$ cat config.mk
export PLATFORM = sky130hd
export DESIGN_NAME = sptf_ctrl
export DESIGN_NICKNAME = d
export VERILOG_FILES = /design/src/hdl/sptf_pkg.sv /design/src/hdl/sptf_ctrl.sv
export SDC_FILE = /design/constraint.sdc
export NUM_CORES = 1
export LEC_CHECK = 0
export BUFFER_PORTS_ARGS = -buffer_cell sky130_fd_sc_hd__buf_2
export CAP_MARGIN = 5
export CORE_AREA = 4 4 41 43
export DETAILED_ROUTE_END_ITERATION = 10
export DIE_AREA = 0 0 45 47
export GPL_TIMING_DRIVEN = 1
export PLACE_DENSITY_LB_ADDON = 0.1
export SYNTH_ARGS = -nofsm -noshare
export SYNTH_HDL_FRONTEND = slang
export SYNTH_SLANG_ARGS = --single-unit
$ cat constraint.sdc
create_clock -name clk -period 1.6 [get_ports clk]
set_clock_uncertainty 0.1 [all_clocks]
set_input_delay 0.32 -clock clk [delete_from_list [all_inputs] [get_ports clk]]
set_output_delay 0.32 -clock clk [all_outputs]
set_load 0.005 [all_outputs]
$ cat src/hdl/sptf_pkg.sv
// Shared types and constants for the sprite pixel texel fetch block.
package sptf_pkg;

    // Object table and affine group sizes, bitmap-mode tile floor
    localparam int NUM_OBJECTS       = 128;
    localparam int NUM_AFFINE_GROUPS = 32;
    localparam int BITMAP_MIN_TILE   = 512;

    localparam int OBJ_AW   = (NUM_OBJECTS > 1) ? $clog2(NUM_OBJECTS) : 1;
    localparam int COEF_NUM = NUM_AFFINE_GROUPS * 4;

    // Item kinds
    localparam logic [2:0] CMD_TILE = 3'd0;
    localparam logic [2:0] CMD_PAL  = 3'd1;
    localparam logic [2:0] CMD_AFF  = 3'd2;
    localparam logic [2:0] CMD_GEO  = 3'd3;
    localparam logic [2:0] CMD_ATTR = 3'd4;
    localparam logic [2:0] CMD_DRAW = 3'd5;

    // Configuration register indexes
    localparam logic [1:0] CFG_MODE   = 2'd0;
    localparam logic [1:0] CFG_LINEAR = 2'd1;
    localparam logic [1:0] CFG_MOS_W  = 2'd2;
    localparam logic [1:0] CFG_MOS_H  = 2'd3;

    // Affine sequence: four coefficient reads, then products, then sums
    localparam logic [3:0] AFF_LAST = 4'd5;
    // Mosaic remainder: one bit of the 9-bit coordinate per step
    localparam logic [3:0] MOS_LAST = 4'd9;

    typedef enum logic [3:0] {
        ST_IDLE,
        ST_EXEC,
        ST_OBJ,
        ST_AFF,
        ST_COORD,
        ST_MOS,
        ST_ADDR,
        ST_TEXEL,
        ST_PAL,
        ST_DONE
    } state_t;

    typedef struct packed {
        logic latch;
        logic exec;
        logic aff_clr;
        logic aff_step;
        logic coord;
        logic mos_step;
        logic mos_apply;
        logic addr;
        logic texel;
        logic load_out;
    } ctrl_cmd_t;

    typedef struct packed {
        logic draw_ok;
        logic affine;
        logic mosaic;
        logic aff_done;
        logic mos_done;
        logic out_free;
    } dp_status_t;

endpackage

$ cat src/hdl/sptf_ctrl.sv
// Sequencer that steps one item through the fetch datapath.
module sptf_ctrl
    import sptf_pkg::*;
(
    input  logic       clk,
    input  logic       rst_n,
    input  logic       s_tvalid,
    output logic       s_tready,
    input  dp_status_t status,
    output ctrl_cmd_t  cmd
);

    state_t state_reg, state_next;

    // Hold state
    always_ff @(posedge clk or negedge rst_n)
    begin
        if (!rst_n)
        begin
            state_reg <= ST_IDLE;
        end
        else
        begin
            state_reg <= state_next;
        end
    end

    // Advance through the item
    always_comb
    begin
        state_next = state_reg;
        unique case (state_reg)
            ST_IDLE:  if (s_tvalid) state_next = ST_EXEC;
            ST_EXEC:  state_next = status.draw_ok ? ST_OBJ : ST_DONE;
            ST_OBJ:   state_next = status.affine ? ST_AFF : ST_COORD;
            ST_AFF:   if (status.aff_done) state_next = ST_COORD;
            ST_COORD: state_next = status.mosaic ? ST_MOS : ST_ADDR;
            ST_MOS:   if (status.mos_done) state_next = ST_ADDR;
            ST_ADDR:  state_next = ST_TEXEL;
            ST_TEXEL: state_next = ST_PAL;
            ST_PAL:   state_next = ST_DONE;
            ST_DONE:  if (status.out_free) state_next = ST_IDLE;
            default:  state_next = ST_IDLE;
        endcase
    end

    // Drive datapath commands
    always_comb
    begin
        cmd      = '0;
        s_tready = 1'b0;
        unique case (state_reg)
            ST_IDLE:
            begin
                s_tready  = 1'b1;
                cmd.latch = s_tvalid;
            end
            ST_EXEC:  cmd.exec = 1'b1;
            ST_OBJ:   cmd.aff_clr = 1'b1;
            ST_AFF:   cmd.aff_step = 1'b1;
            ST_COORD: cmd.coord = 1'b1;
            ST_MOS:
            begin
                cmd.mos_step  = !status.mos_done;
                cmd.mos_apply = status.mos_done;
            end
            ST_ADDR:  cmd.addr = 1'b1;
            ST_TEXEL: cmd.texel = 1'b1;
            ST_PAL:   ;
            ST_DONE:  cmd.load_out = status.out_free;
            default:  ;
        endcase
    end

endmodule

==> flow_summary_export.csv <==
group,metric,value,unit
outcome,outcome,"finished with violations",
outcome,violations,"setup timing",
floorplan,die_h,47,um
cells_and_area,nNetsFinal,101,
timing,timing.fmax,0.5970,GHz
setup_path,critPathKind,"flip-flop to output pin",
route,routedWlPerCell,11.89,um
route,via_count,530,
setup_path,cp.buffers_inverters,1,
global_route,grt_max_degree,11,
timing,drv_slew,0,
global_route,track_usage,0.1324,
job,cap_viol_max_count,0,
timing,rsz0062_at_grt,"yes",
synthesis,yosysSeqAreaShare,0.2305,
cells_and_area,fillers,129,
timing,finalCriticalPeriod,1.675,ns
timing,slew_headroom,0.8228,
place,hpwl,953.9,um
setup_path,critical_path_peak_fanout,5,
place,dp_slack,0.08615,ns
synthesis,synth-async-reset-ratio,1.000,
setup_path,worstPathCellList,"or2_4, nor3_4, and2_1, buf_2",
timing,period_share,1.047,
place,io_buffers,19,
cells_and_area,fin_area,765.7,um2
clock_network,clk_latency,0.23,ns
place,place_area,569.3,um2
worst_hold_path,min_path_type,"input pin to asynchronous set/reset pin",
synthesis,ys_ff_latch,4,
setup_path,critPathLaunchType,"flip-flop",
place,place_congestion,0.7564,
setup_path,cpMaxStageDelayCell,"dfrtp_1",
synthesis,syn_area,434.2,um2
floorplan,io_pins,20,
clock_network,cts-root-buf,"clkbuf_4",
floorplan,fp.dieArea,2115,um2
cells_and_area,multi_input_area,365.4,um2
clock_network,clk_pin_slew,0.04,ns
timing,setup-violations-final,5,
setup_path,cp-end-kind,"output pin",
global_route,grt_overflow,0,
route,drt_first_pass_iters,4,
timing,worst_pin_slew,0.2648,ns
setup_path,r2r-start,"state_reg[0]",
cells_and_area,n_antenna_cell,0,
route,drt_first_iter_violations,6,
route,drtAntennaViolNets,0,
synthesis,avgSynthCellArea,7.617,um2
route,drcViolationCount,0,
cells_and_area,drive_above_1_share,0.5778,
global_route,grt_pass1_vias,501,
setup_path,r2r_slack,0.06,ns
clock_network,clock_sinks,4,
route,routed_wl,1248,um
synthesis,syn_inst,57,
cells_and_area,largest_register_ffs,4,
floorplan,die_w,45,um
cells_and_area,seqCellArea,102.6,um2
power,power_leakage,0.3731,nW
global_route,grt_pass1_wl,2056,um
clock_network,htreeDepth,1,
floorplan,initial_utilization,0.3337,
setup_path,required,1.18,ns
setup_path,reg2reg_depth,5,
power,ir_drop,0.9668,mV
setup_path,crit_arrival,1.26,ns
synthesis,syn-num-nets,66,
synthesis,synth_ff_type,"dfrtp_1",
timing,hold_viol,0,
timing,setup_ws,-0.07509,ns
cells_and_area,layout_common_cells,"buf_2, nor2_1, buf_4",
synthesis,synth_edf_count,0,
clock_network,clockBufferDepth,2,
setup_path,r2r-end,"state_reg[0]",
floorplan,num_rows,13,
clock_network,cts_tree,"done",
setup_path,slowest_delay,0.41,ns
power,power_density,1860,nW/um2
synthesis,yosys_warnings,0,
floorplan,core_area,1301,um2
clock_network,numCtsBuffers,3,
synthesis,synth_cell_type_count,32,
cells_and_area,area_growth,76.37,%
route,vias_per_cell,5.048,
global_route,antenna_found_initial,0,
setup_path,critPathTopFamily,"simple AND/OR/NAND/NOR gates",
cells_and_area,final_common_cell,"buf_2",
-- repair_timing --
| action | in CTS | in global routing |
|---|---|---|
| buffers inserted | 4 | 3 |
| resized for setup | 7 | 11 |
| hold endpoints to repair | 4 | 0 |
| hold buffers | 1 | 0 |
| pin swaps | 0 | 3 |
| setup endpoints to repair | 9 | 13 |
-- cell type report --
class                      count  area share
multi-input combinational     47      0.4771
timing repair buffer          33      0.3170
sequential                     4      0.1340
clock buffer                   3     0.02941
tap                           15     0.02451
inverter                       3     0.01797
-- power breakdown --
part / internal [mW] / switching, mW
Combinational: 0.597 / 0.505
Clock: 0.0837 / 0.0376
Sequential: 0.151 / 0.0498
Total: 0.832 / 0.592
-- routing by layer --
layer | vias to the layer above | part of all wire | global-route usage
li1 | 277 | - | -
met2 | 12 | 0.52 | 0.2401
met3 | 0 | 0.064 | 0.04215
met5 | - | 0 | 0
met4 | 0 | 0 | 0.03509
met1 | 241 | 0.42 | 0.1494
-- synthesized netlist by cell type, types with 2 or more instances --
cell / instances / area [um2]
o21ai_1: 2 / 10.01
a21oi_1: 3 / 15.01
dfrtp_1: 4 / 100.1
nand2b_1: 2 / 12.51
nor3_1: 5 / 25.02
inv_1: 2 / 7.510
nand2_1: 4 / 15.01
or3_1: 2 / 12.51
nor2_1: 10 / 37.54
-- worst reg2reg max path, cell delays in order (launching register included) --
cell and delay, ns:
dfrtp_2 0.43, buf_12 0.15, or3_4 0.36, o21ai_2 0.09, o2bb2ai_4 0.16, mux2i_1 0.19
-- kinds of logic (layout without fill, tap and decap cells) --
group / count (synthesis) / in the layout / share of synthesized area
AND/OR/NAND/NOR: 29 / 29 / 0.3429
AO/OA/AOI/OAI: 17 / 17 / 0.3228
buffers and inverters: 6 / 39 / 0.08068
flip-flops: 4 / 4 / 0.2306
multiplexers: 1 / 1 / 0.02306
-- worst max path at each step --
| stage | from | end | slack [ns] | depth (start not counted) |
|---|---|---|---|---|
| after global placement | state_reg[0] | state_reg[0] | 0.06 | 4 |
| final | state_reg[3] | cmd[9] | -0.08 | 4 |
| after floorplan | state_reg[3] | cmd[9] | 0.11 | 3 |
| after detailed placement | state_reg[1] | cmd[4] | 0.09 | 3 |
| after CTS | state_reg[3] | cmd[9] | -0.08 | 4 |
| after global routing | state_reg[3] | cmd[9] | -0.15 | 4 |
-- metrics by stage --
step	hold slack, ns	std cells	setup TNS (ns)	utilization	total power [mW]
global placement	0.02870	94	0	0.4375	0.9558
finish	0.3192	105	-0.1358	0.5885	1.424
CTS	0.3046	102	-0.1515	0.5154	1.234
detailed placement	0.02784	94	0	0.4375	0.9495
global route	0.3268	105	-0.7979	0.5885	1.544
floorplan	-0.07559	57	0	-	0.7142
No activity file was read; power rests on OpenSTA's default activity.
